===== src/hw/rtl/order_statistic_multiset_macros.svh =====
// Assertion macros for the order-statistic multiset.
// Used by the top level only; expects clk and arst_n in scope.
`ifndef ORDER_STATISTIC_MULTISET_MACROS_SVH
`define ORDER_STATISTIC_MULTISET_MACROS_SVH

// same-cycle implication
`define OSM_ASSERT_NOW(lbl, ante, cons, msg) \
	lbl: assert property (@(posedge clk) disable iff (!arst_n) (ante) |-> (cons)) \
		else $error(msg);

// next-cycle implication
`define OSM_ASSERT_NEXT(lbl, ante, cons, msg) \
	lbl: assert property (@(posedge clk) disable iff (!arst_n) (ante) |=> (cons)) \
		else $error(msg);

`endif


===== src/hw/rtl/osm_pkg.sv =====
// Shared types, codes and elaboration helpers for the order-statistic multiset.
// No dependencies; used by osm_cell, osm_tree and order_statistic_multiset.
package osm_pkg;

	localparam int DEF_CAPACITY   = 1024;
	localparam int DEF_VALUE_BITS = 32;
	localparam int RANK_BITS      = 16;
	localparam int REQ_BITS       = 2;
	localparam int STATUS_BITS    = 2;

	localparam int TREE_RADIX_BITS = 4;
	localparam int TREE_RADIX      = 1 << TREE_RADIX_BITS;

	typedef enum logic [REQ_BITS-1:0] {
		REQ_INSERT = 2'd0,
		REQ_REMOVE = 2'd1,
		REQ_SELECT = 2'd2,
		REQ_RANK   = 2'd3
	} req_t;

	typedef enum logic [STATUS_BITS-1:0] {
		STAT_OK   = 2'd0,
		STAT_MISS = 2'd1,
		STAT_FULL = 2'd2
	} status_t;

	typedef struct packed {
		logic ins;
		logic rem;
		logic sel;
	} cell_ctl_t;

	// nodes on a level of the OR tree; level 0 is the leaves
	function automatic int tree_nodes(int n, int lvl);
		int span;
		span = 1 << (TREE_RADIX_BITS * lvl);
		return (n + span - 1) >> (TREE_RADIX_BITS * lvl);
	endfunction

	// registered levels until a single root remains
	function automatic int tree_levels(int n);
		int res;
		res = 8;
		for (int l = 8; l >= 1; l--) begin
			if (tree_nodes(n, l) <= 1) res = l;
		end
		return res;
	endfunction

	// start of a level in the flat node array; level 1 starts at zero
	function automatic int tree_offset(int n, int lvl);
		int sum;
		sum = 0;
		for (int k = 1; k < 16; k++) begin
			if (k < lvl) sum += tree_nodes(n, k);
		end
		return sum;
	endfunction

endpackage


===== src/hw/rtl/osm_cell.sv =====
// One slot of the sorted chain: holds a value and its valid bit, compares
// against the request key, shifts with its neighbors. Depends on osm_pkg.
module osm_cell #(
	parameter int VALUE_BITS = 32,
	parameter int IDX        = 0
) (
	input  logic                         clk,
	input  logic                         arst_n,
	input  osm_pkg::cell_ctl_t           ctl,
	input  logic signed [VALUE_BITS-1:0] key,
	input  logic [osm_pkg::RANK_BITS-1:0] rank,
	input  logic signed [VALUE_BITS-1:0] left_value,
	input  logic                         left_lt,
	input  logic                         left_valid,
	input  logic signed [VALUE_BITS-1:0] right_value,
	input  logic                         right_valid,
	output logic signed [VALUE_BITS-1:0] value,
	output logic                         valid,
	output logic                         lt,
	output logic [VALUE_BITS:0]          leaf
);
	import osm_pkg::*;

	localparam logic [RANK_BITS:0]    POS1     = (RANK_BITS + 1)'(IDX + 1);
	localparam logic [VALUE_BITS-1:0] POS1_VAL = VALUE_BITS'(IDX + 1);

	logic signed [VALUE_BITS-1:0] value_q;
	logic                         valid_q;
	logic                         hit;
	logic [VALUE_BITS-1:0]        data;

	assign value = value_q;
	assign valid = valid_q;
	assign lt    = valid_q && (value_q < key);

	always_comb begin
		if (ctl.sel) begin
			hit  = valid_q && ({1'b0, rank} == POS1);
			data = value_q;
		end else begin
			hit  = valid_q && !lt && left_lt && (value_q == key);
			data = POS1_VAL;
		end
	end

	assign leaf = hit ? {1'b1, data} : '0;

	always_ff @(posedge clk or negedge arst_n) begin
		if (!arst_n) begin
			valid_q <= 1'b0;
		end else if (ctl.ins && !lt) begin
			valid_q <= left_valid;
		end else if (ctl.rem && !lt) begin
			valid_q <= right_valid;
		end
	end

	always_ff @(posedge clk) begin
		if (ctl.ins && !lt) begin
			value_q <= left_lt ? key : left_value;
		end else if (ctl.rem && !lt) begin
			value_q <= right_value;
		end
	end

endmodule


===== config.mk =====
export PLATFORM = sky130hd
export DESIGN_NAME = osm_cell
export DESIGN_NICKNAME = d
export VERILOG_FILES = /design/src/hw/rtl/order_statistic_multiset_macros.svh /design/src/hw/rtl/osm_pkg.sv /design/src/hw/rtl/osm_cell.sv
export SDC_FILE = /design/constraint.sdc
export NUM_CORES = 1
export LEC_CHECK = 0
export BUFFER_PORTS_ARGS = -buffer_cell sky130_fd_sc_hd__buf_4
export CORE_MARGIN = 2
export CORE_UTILIZATION = 47
export CTS_CLUSTER_DIAMETER = 40
export DETAILED_ROUTE_END_ITERATION = 12
export PLACE_DENSITY = 0.87
export SYNTH_ARGS = -nofsm -noshare
export SYNTH_HDL_FRONTEND = slang
export SYNTH_SLANG_ARGS = --single-unit

===== constraint.sdc =====
create_clock -name clk -period 5.8 [get_ports clk]
set_input_delay 1.16 -clock clk [delete_from_list [all_inputs] [get_ports clk]]
set_output_delay 1.16 -clock clk [all_outputs]
set_load 0.03 [all_outputs]

==> results of run 1 <==
## cells by family (layout without fill, tap and decap cells)
| kind of cell | count (synthesis) | count (layout) | synth area share (%) |
|---|---|---|---|
| fa+ha+maj | 32 | 32 | 13.3 |
| mux | 33 | 33 | 11.0 |
| buf+inv | 54 | 231 | 8.12 |
| flops | 33 | 33 | 32.8 |
| compound gates | 95 | 95 | 20.9 |
| simple gates | 72 | 72 | 13.9 |
## registers in the layout (all words and copies together) (netlist names)
signal  cells
value      32
valid       1
## through the flow
step | cell area, um^2 | std cells
floorplan | 3010 | 319
global placement | 4430 | 565
detailed placement | 4430 | 565
CTS | 4510 | 573
global route | 4510 | 573
finish | 4510 | 573
## cell type report
class	count	area, um^2
tap	77	96.3
clock buffer	5	68.8
fill	493	1770
sequential	33	986
inverter	35	131
timing repair buffer	188	1410
multi-input combinational	232	1800
clock inverter	3	12.5
## worst max-delay path: stages
cell and delay, ns:
buf_4 0.09, inv_1 0.03, ha_1 0.30, nand4_1 0.17, nor4_1 0.49, a21boi_1 0.25, or4b_4 0.16, o21a_1 0.10
o2111ai_1 0.16, a22oi_1 0.21, buf_4 0.19
## worst max path at each step
stage / startpoint / end / slack [ns] / cells past startpoint
finish: key[14] / leaf[0] / 1.32 / 11
detailed placement: key[13] / leaf[0] / 1.31 / 11
floorplan: key[14] / value[0] / 0.91 / 11
CTS: key[14] / leaf[0] / 1.32 / 11
global route: key[14] / leaf[0] / 1.22 / 11
global placement: key[14] / leaf[0] / 1.41 / 11
## cells in the mapped netlist, types with 3 or more instances
cell      count  area share [%]
a21oi_1      47             7.8
inv_1        35             4.4
mux2i_1      33              11
edfxtp_1     32              32
ha_1         32              13
and2_1       31             6.5
a21oi_2      30             8.7
clkbuf_1     13             1.6
nand2_1      13             1.6
nor2_1        6            0.75
buf_6         5             1.9
nand3_1       4            0.67
nand4_1       4            0.83
a21o_1        3            0.75
nor4_1        3            0.62
o21ai_0       3            0.50
## power groups by stage
stage	clock network [W]	logic (W)	registers [W]
after floorplan	0	0.000522	0.000789
after global placement	0	0.00112	0.000566
after detailed placement	0	0.00116	0.000571
after CTS	0.000174	0.00116	0.000567
after global routing	0.000185	0.00125	0.000585
final	0.000173	0.00115	0.000566
## metal layers
metal  global-route usage [%]  share of wire, %  vias to the layer above
met5                        0                 0                        -
met4                     7.77               2.0                        0
met3                     5.44               6.8                       13
met2                     49.4                53                      123
met1                     30.3                38                     1469
li1                         -                 -                     1500
==> results by group, run 1 <==
Status
  • Status: complete, no violations

Global routing
  • Vias in the first global route: 3214
  • Gr ovfl total: 0
  • First-pass GRT wire length: 15100 um
  • Largest net degree at the start of global routing: 35
  • Initial antenna violation count: 0
  • Overall Global Routing Usage: 26.5%

STA
  • Final hold viol count: 0
  • Fin Hold WS: 0.633 ns
  • Clk_skew: 0.0105 ns
  • Max Transition Viols Final: 0
  • Final worst slack: 1.32 ns
  • Minimum clock period: 4.48 ns
  • Final TNS setup: 0 ns
  • Max Fclk: 0.223 GHz
  • Tcrit/Tclk final: 77.3%
  • RSZ-0062 raised after global routing: no
  • Slew headroom: 30.0%
  • Count of final setup violators: 0
  • Tightest Pin Transition: 1.05 ns

Critical path
  • Critical Path End Type: output pin
  • Crit path kind: in -> out
  • FF-to-FF Start: value[14]
  • Req. time, crit path: 4.64 ns
  • FF-to-FF setup slack: 2.40 ns
  • CP arrival: 3.32 ns
  • R2R Path End: value[30]
  • Worst-case reg-to-reg path depth: 9
  • CP max FO: 3
  • Crit start category: input pin

Final layout
  • Layout cells sized above 1: 46.2%
  • Commonest non-fill, non-tap cell in the layout: buf_4
  • Ant diodes: 0
  • Most frequent cells in the layout: 188 x buf_4, 47 x a21oi_1, 35 x inv_1, 33 x mux2i_1
  • Core Util, Final: 71.8%
  • Nets: 647
  • Synthesis-to-finish area growth: 49.9%

Yosys
  • Syn avg cell area: 9.43 um^2
  • Library cells used by synthesis: 35
  • FFs w/ async S/R, synth: 3.03%
  • Mapped Cells: 319
  • Sequential fraction of the synthesis area: 32.8%
  • Mapped cell area: 3010 um^2
  • Main flop type after synthesis: edfxtp_1
  • Warnings, synthesis: 0
  • Number of synthesized flops with an enable pin: 32
  • Syn Nets: 471
  • Synth Register Bits: 33

Pwr
  • Sequential power share: 29.9%
  • Sw frac: 48.9%
  • Pwr/cell area: 420 nW/um^2
  • Clock network fraction of total power: 9.1%
  • Sw power: 0.000925 W
  • Power Internal: 0.000968 W
  • Lkg Pwr: 2.28 nW
  • Max VDD drop: 0.000375 V
  • Design Power: 0.00189 W
  • Gate power share: 61.0%

Clock tree
  • # hold bufs at CTS: 0
  • H-Tree Depth: 2
  • Clk sinks: 33
  • CTS resizes: 0
  • CTS buffer count: 5
  • Clock Tree Root: clkbuf_8
  • CTS tree: done
  • Clock Latency Late Sink: 0.29 ns
  • Worst-path clk slew: 0.07 ns
  • Setup Buffers After CTS: 0
  • Clock buffer depth: 2

Placed design
  • PortBufs: 186
  • HPWL after DPL: 7140 um
  • Worst slack at placement: 1.31 ns
  • Global placement routability congestion: 0.839

Floorplanning
  • # IOs: 187
  • Core area: 6280 um^2
  • Die width: 84.0 um
  • Die ar.: 7050 um^2
  • Die Height: 84.0 um
  • Rows: 29
  • Initial Utilization: 47.9%

Route
  • DRT iter0 DRCs: 135
  • Detailed-route DRC error count: 0
  • Drt pass-1 iters: 4
  • Via/cell ratio: 5.42
  • Antenna Violating Nets Remaining: 0
  • Wirelength, routed: 9330 um
  • Routed len/inst: 16.3 um
  • Via count: 3105

Hold path
  • Hold WC Path Type: in -> async

Job
  • # Max-Cap Violations: 0
Note: power is estimated with default switching activity, not from simulation.
==> inputs of run 2 (changes only) <==
--- a/config.mk
+++ b/config.mk
@@ -7,10 +7,10 @@
 export LEC_CHECK = 0
 export BUFFER_PORTS_ARGS = -buffer_cell sky130_fd_sc_hd__buf_4
 export CORE_MARGIN = 2
-export CORE_UTILIZATION = 47
+export CORE_UTILIZATION = 40
 export CTS_CLUSTER_DIAMETER = 40
 export DETAILED_ROUTE_END_ITERATION = 12
-export PLACE_DENSITY = 0.87
+export PLACE_DENSITY = 0.79
 export SYNTH_ARGS = -nofsm -noshare
 export SYNTH_HDL_FRONTEND = slang
 export SYNTH_SLANG_ARGS = --single-unit
==> constraint.sdc (replaced) <==
create_clock -name clk -period 4 [get_ports clk]
set_input_delay 0.8 -clock clk [delete_from_list [all_inputs] [get_ports clk]]
set_output_delay 0.8 -clock clk [all_outputs]
set_load 0.03 [all_outputs]
==> results by group, run 2 (synthesis gave the netlist of run 1 again) <==
Final layout
  • Layout cells sized above 1: 46.5% (was 46.2%)
  • Ant diodes: 0 (unchanged)
  • Core Util, Final: 63.2% (was 71.8%)
  • Most frequent cells in the layout: 191 x buf_4, 47 x a21oi_1, 35 x inv_1, 33 x mux2i_1 (was 188 x buf_4, 47 x a21oi_1, 35 x inv_1, 33 x mux2i_1)
  • Synthesis-to-finish area growth: 52.4% (was 49.9%)
  • Largest register FFs: 32 (unchanged)
  • FILL cells: 609 (was 493)
  • Commonest non-fill, non-tap cell in the layout: buf_4 (unchanged)
  • Fin cells: 598 (was 573)
  • Nets: 650 (was 647)

Global routing
  • Gr ovfl total: 0 (unchanged)
  • Initial antenna violation count: 0 (unchanged)
  • Overall Global Routing Usage: 21.6% (was 26.5%)
  • First-pass GRT wire length: 14600 um (was 15100 um)
  • Largest net degree at the start of global routing: 35 (unchanged)
  • Vias in the first global route: 3115 (was 3214)

Placed design
  • Global placement routability congestion: 0.808 (was 0.839)
  • Number of cells after detailed placement: 590 (was 565)
  • Worst slack at placement: 0.244 ns (was 1.31 ns)
  • HPWL after DPL: 7090 um (was 7140 um)
  • PortBufs: 186 (unchanged)

Route
  • DRT iter0 DRCs: 68 (was 135)
  • Drt pass-1 iters: 4 (unchanged)
  • Routed len/inst: 15.1 um (was 16.3 um)
  • Via count: 3020 (was 3105)
  • Via/cell ratio: 5.05 (was 5.42)
  • Wirelength, routed: 9010 um (was 9330 um)
  • Detailed-route DRC error count: 0 (unchanged)
  • Antenna Violating Nets Remaining: 0 (unchanged)

STA
  • Final worst slack: 0.220 ns (was 1.32 ns)
  • Minimum clock period: 3.78 ns
  • Max Fclk: 0.265 GHz
  • Clk_skew: 0.00811 ns (was 0.0105 ns)
  • Tightest Pin Transition: 0.588 ns (was 1.05 ns)
  • Slew headroom: 60.8% (was 30.0%)
  • RSZ-0062 raised after global routing: no (unchanged)
  • Final hold viol count: 0 (unchanged)
  • Final TNS setup: 0 ns (unchanged)
  • Tcrit/Tclk final: 94.5%
  • Count of final setup violators: 0 (unchanged)
  • Fin Hold WS: 0.282 ns (was 0.633 ns)
  • Max Transition Viols Final: 0 (unchanged)

Critical path
  • Req. time, crit path: 3.20 ns (was 4.64 ns)
  • Slowest CP cell: nor4_1 (unchanged)
  • CP Cell Sequence: buf_4 -> inv_1 -> ha_1 -> nand4_1 -> nor4_1 -> a21boi_1 -> or4b_4 -> o21a_1 -> o2111ai_1 -> a22oi_1 -> buf_4 (unchanged)
  • CP arrival: 2.98 ns (was 3.32 ns)
  • Crit path kind: in -> out (unchanged)
  • Crit start category: input pin (unchanged)
  • CP max stage delay: 0.48 ns (was 0.49 ns)
  • Most used cell, CP: buf_4 (unchanged)
  • CP max FO: 3 (unchanged)
  • Critical Path End Type: output pin (unchanged)

Pwr
  • Max VDD drop: 0.000383 V (was 0.000375 V)
  • Lkg Pwr: 2.30 nW (was 2.28 nW)
  • Pwr/cell area: 606 nW/um^2 (was 420 nW/um^2)

Clock tree
  • Clock Tree Root: clkbuf_8 (unchanged)
  • # hold bufs at CTS: 0 (unchanged)
  • Clock Latency Late Sink: 0.28 ns (was 0.29 ns)
  • H-Tree Depth: 2 (unchanged)
  • CTS tree: done (unchanged)
  • CTS buffer count: 5 (unchanged)
  • Clk sinks: 33 (unchanged)
  • Clock buffer depth: 2 (unchanged)
  • Worst-path clk slew: 0.07 ns (about the same)
  • Setup Buffers After CTS: 0 (unchanged)
  • CTS resizes: 0 (unchanged)

Floorplanning
  • Initial Utilization: 41.5% (was 47.9%)
  • # IOs: 187 (unchanged)
  • Die ar.: 8230 um^2 (was 7050 um^2)
  • Rows: 31 (was 29)
  • Die Height: 90.7 um (was 84.0 um)
  • Die width: 90.7 um (was 84.0 um)
  • Core area: 7250 um^2 (was 6280 um^2)

Hold path
  • Hold WC Path Type: in -> async (unchanged)

Job
  • # Max-Cap Violations: 0 (unchanged)

Status
  • Status: complete, no violations (unchanged)
run 2: final cells by class:
type | count | area, um^2 | area share (%)
clock inverters | 2 | 33.8 | 0.737
flip-flops and latches | 33 | 986 | 21.5
inverters | 35 | 131 | 2.87
well taps | 99 | 124 | 2.70
multi-input cells | 232 | 1800 | 39.3
clock buffers | 6 | 72.6 | 1.58
repair buffers | 191 | 1430 | 31.3
run 2: through the flow:
| stage | area (um^2) | power [W] |
|---|---|---|
| finish | 4580 | 0.00278 |
| global route | 4580 | 0.00298 |
| CTS | 4580 | 0.00280 |
| detailed placement | 4480 | 0.00249 |
| global placement | 4480 | 0.00246 |
| floorplan | 3010 | 0.00190 |
run 2: final timing paths:
check	from	to	slack [ns]	depth (start not counted)
worst max-delay path	key[14]	leaf[0]	0.22	11
worst min-delay path	arst_n	valid	0.28	1
worst max register to register	value[14]	value[30]	0.65	9
worst min register to register	valid	valid	0.80	2
max in group asynchronous	arst_n	valid	3.64	1
min in group clk	left_valid	valid	0.78	3
run 2: report_power, final:
group          internal [W]  leakage [nW]  total (W)  switching (W)
clock network      0.000184        0.0528   0.000303       0.000120
registers          0.000660         0.321   0.000824       0.000164
logic              0.000628          1.93    0.00165        0.00102
run 2: worst max-delay path, delay by kind of cell:
| kind | cells | cell delay (ns) |
|---|---|---|
| AO/OA/AOI/OAI | 4 | 0.75 |
| adder cells (fa/ha/maj) | 1 | 0.30 |
| buffers and inverters | 3 | 0.32 |
| AND/OR/NAND/NOR | 3 | 0.80 |
run 2: layer usage:
| metal | vias up | global-route usage [%] | wire length, um |
|---|---|---|---|
| met4 | 0 | 6.54 | 136 |
| met2 | 115 | 39.5 | 4620 |
| met3 | 11 | 4.67 | 665 |
| met5 | - | 0 | 0 |
| met1 | 1390 | 25.1 | 3580 |
| li1 | 1504 | - | - |
==> inputs of run 3 (changes only) <==
--- a/config.mk
+++ b/config.mk
@@ -11,6 +11,7 @@
 export CTS_CLUSTER_DIAMETER = 40
 export DETAILED_ROUTE_END_ITERATION = 12
 export PLACE_DENSITY = 0.79
+export SETUP_SLACK_MARGIN = 0.3
 export SYNTH_ARGS = -nofsm -noshare
 export SYNTH_HDL_FRONTEND = slang
 export SYNTH_SLANG_ARGS = --single-unit
==> results by group, run 3 (synthesis gave the netlist of run 1 again) <==
Clock tree
  • Worst-path clk slew: 0.07 ns (about the same)
  • CTS tree: done (unchanged)
  • Clock buffer depth: 2 (unchanged)
  • CTS buffer count: 5 (unchanged)
  • Clk sinks: 33 (unchanged)
  • Clock Tree Root: clkbuf_8 (unchanged)
  • H-Tree Depth: 2 (unchanged)
  • Clock Latency Late Sink: 0.28 ns (about the same)
  • # hold bufs at CTS: 0 (unchanged)

Critical path
  • WP buf/inv: 3 (unchanged)
  • Crit start category: input pin (unchanged)
  • CP delay by family, top: simple AND/OR/NAND/NOR gates (unchanged)
  • Req. time, crit path: 3.20 ns (about the same)
  • CP max FO: 3 (unchanged)
  • Crit path kind: in -> out (unchanged)
  • CP max stage delay: 0.58 ns (was 0.48 ns)
  • Slowest CP cell: or4b_4 (was nor4_1)
  • CP arrival: 2.96 ns (was 2.98 ns)
  • Critical Path End Type: output pin (unchanged)
  • CP Cell Sequence: buf_6 -> inv_4 -> ha_4 -> nand4_1 -> nor4_4 -> a21boi_2 -> or4b_4 -> nor3_4 -> o2111ai_2 -> a22oi_1 -> buf_4 (was buf_4 -> inv_1 -> ha_1 -> nand4_1 -> nor4_1 -> a21boi_1 -> or4b_4 -> o21a_1 -> o2111ai_1 -> a22oi_1 -> buf_4)

STA
  • Tightest Pin Transition: 0.595 ns (was 0.588 ns)
  • Max Transition Viols Final: 0 (unchanged)
  • Slew headroom: 60.3% (was 60.8%)
  • Final TNS setup: 0 ns (unchanged)
  • Max Fclk: 0.266 GHz (was 0.265 GHz)
  • Final hold viol count: 0 (unchanged)
  • Fin Hold WS: 0.282 ns (about the same)
  • Minimum clock period: 3.76 ns (was 3.78 ns)
  • Count of final setup violators: 0 (unchanged)
  • RSZ-0062 raised after global routing: yes (was no)
  • Tcrit/Tclk final: 94.0% (was 94.5%)
  • Clk_skew: 0.00823 ns (was 0.00811 ns)

Final layout
  • Ant diodes: 0 (unchanged)
  • Commonest non-fill, non-tap cell in the layout: buf_4 (unchanged)
  • Area of the multi-input gates: 2000 um^2 (was 1800 um^2)
  • Layout cells sized above 1: 53.3% (was 46.5%)
  • FILL cells: 571 (was 609)
  • Synthesis-to-finish area growth: 61.5% (was 52.4%)
  • Most frequent cells in the layout: 183 x buf_4, 45 x a21oi_1, 33 x mux2i_1, 32 x a21oi_2, 32 x edfxtp_1 (was 191 x buf_4, 47 x a21oi_1, 35 x inv_1, 33 x mux2i_1)
  • Seq. cell area: 986 um^2 (unchanged)
  • Nets: 652 (was 650)
  • Largest register FFs: 32 (unchanged)

Floorplanning
  • Die width: 90.7 um (unchanged)
  • Die Height: 90.7 um (unchanged)
  • Core area: 7250 um^2 (unchanged)
  • Rows: 31 (unchanged)
  • Die ar.: 8230 um^2 (unchanged)
  • Initial Utilization: 41.5% (unchanged)
  • # IOs: 187 (unchanged)

Global routing
  • Gr ovfl total: 0 (unchanged)
  • Largest net degree at the start of global routing: 35 (unchanged)
  • Vias in the first global route: 3130 (was 3115)
  • Initial antenna violation count: 0 (unchanged)
  • First-pass GRT wire length: 14700 um (was 14600 um)
  • Overall Global Routing Usage: 21.8% (was 21.6%)

Pwr
  • Pwr/cell area: 611 nW/um^2 (was 606 nW/um^2)
  • Lkg Pwr: 2.33 nW (was 2.30 nW)
  • Max VDD drop: 0.000367 V (was 0.000383 V)

Route
  • Via count: 3081 (was 3020)
  • Drt pass-1 iters: 4 (unchanged)
  • Routed len/inst: 15.8 um (was 15.1 um)
  • Wirelength, routed: 9500 um (was 9010 um)
  • Via/cell ratio: 5.14 (was 5.05)
  • DRT iter0 DRCs: 93 (was 68)
  • Detailed-route DRC error count: 0 (unchanged)
  • Antenna Violating Nets Remaining: 0 (unchanged)

Job
  • # Max-Cap Violations: 0 (unchanged)

Hold path
  • Hold WC Path Type: in -> async (unchanged)

Placed design
  • HPWL after DPL: 7090 um (unchanged)
  • PortBufs: 186 (unchanged)
  • Global placement routability congestion: 0.808 (unchanged)

Status
  • Status: complete, no violations (unchanged)
-- run 3: cell count changes in the layout (fill, tap and decap cells not counted), moves of 4 or more --
| cell | delta |
|---|---|
| nand2_1 | -4 |
| buf_4 | -8 |
| inv_1 | -9 |
| buf_6 | +10 |
| ha_4 | +10 |
| nand2_2 | +4 |
| ha_1 | -11 |
| inv_4 | +9 |
-- run 3: worst paths after layout --
path                       startpoint        end  slack, ns  cells after the start
min in group clk           left_valid      valid       0.78                      3
max in group asynchronous      arst_n      valid       3.64                      1
max                           key[11]    leaf[0]       0.24                     11
max reg2reg                 value[11]  value[30]       0.77                      9
min                            arst_n      valid       0.28                      1
min reg2reg                     valid      valid       0.82                      2
-- run 3: repair_timing --
action                                  in CTS  in global routing
pin swaps                                    2                 19
buffers inserted                             1                  1
hold endpoints to repair                     0                  0
endpoints found under the setup margin       1                  5
gates resized for setup                      4                 53
-- run 3: area by class of cell --
cell class	count	share of cell area, %
Tap cell	99	2.55
Clock inverter	2	0.696
Timing Repair Buffer	193	30.6
Clock buffer	6	1.49
Inverter	35	3.17
Multi-Input combinational cell	232	41.2
Sequential cell	33	20.3
-- run 3: report_power, final --
group / switching [W] / internal (W) / leakage (nW) / total (W)
Clock: 0.000121 / 0.000184 / 0.0528 / 0.000305
Combinational: 0.00109 / 0.000720 / 1.96 / 0.00181
Sequential: 0.000189 / 0.000661 / 0.321 / 0.000850
-- run 3: through the flow --
stage	utilization, %	area [um^2]	setup WS (ns)	power, W	std cells
final	66.9	4860	0.240	0.00297	600
after detailed placement	61.7	4480	0.244	0.00249	590
after floorplan	-	3010	0.324	0.00190	319
after global placement	61.7	4480	0.290	0.00246	590
after CTS	63.7	4620	0.312	0.00283	599
after global routing	66.9	4860	0.179	0.00317	600
-- run 3: routing by layer --
metal  up-vias  global-route usage (%)  part of all wire, %
li1       1509                       -                    -
met3        11                    4.67                  7.1
met1      1444                    25.4                   39
met2       117                    40.0                   53
met4         0                    6.03                  1.4
met5         -                       0                    0
-- run 3: worst register-to-register path, delay by kind of cell, from the launching register on --
family                     cells  cell delay, ns
DFF                            1            0.48
AOI/OAI and AO/OA              3            0.53
and+or+nand+nor                4            1.27
adders and majority gates      1            0.32
buffers and inverters          1            0.37
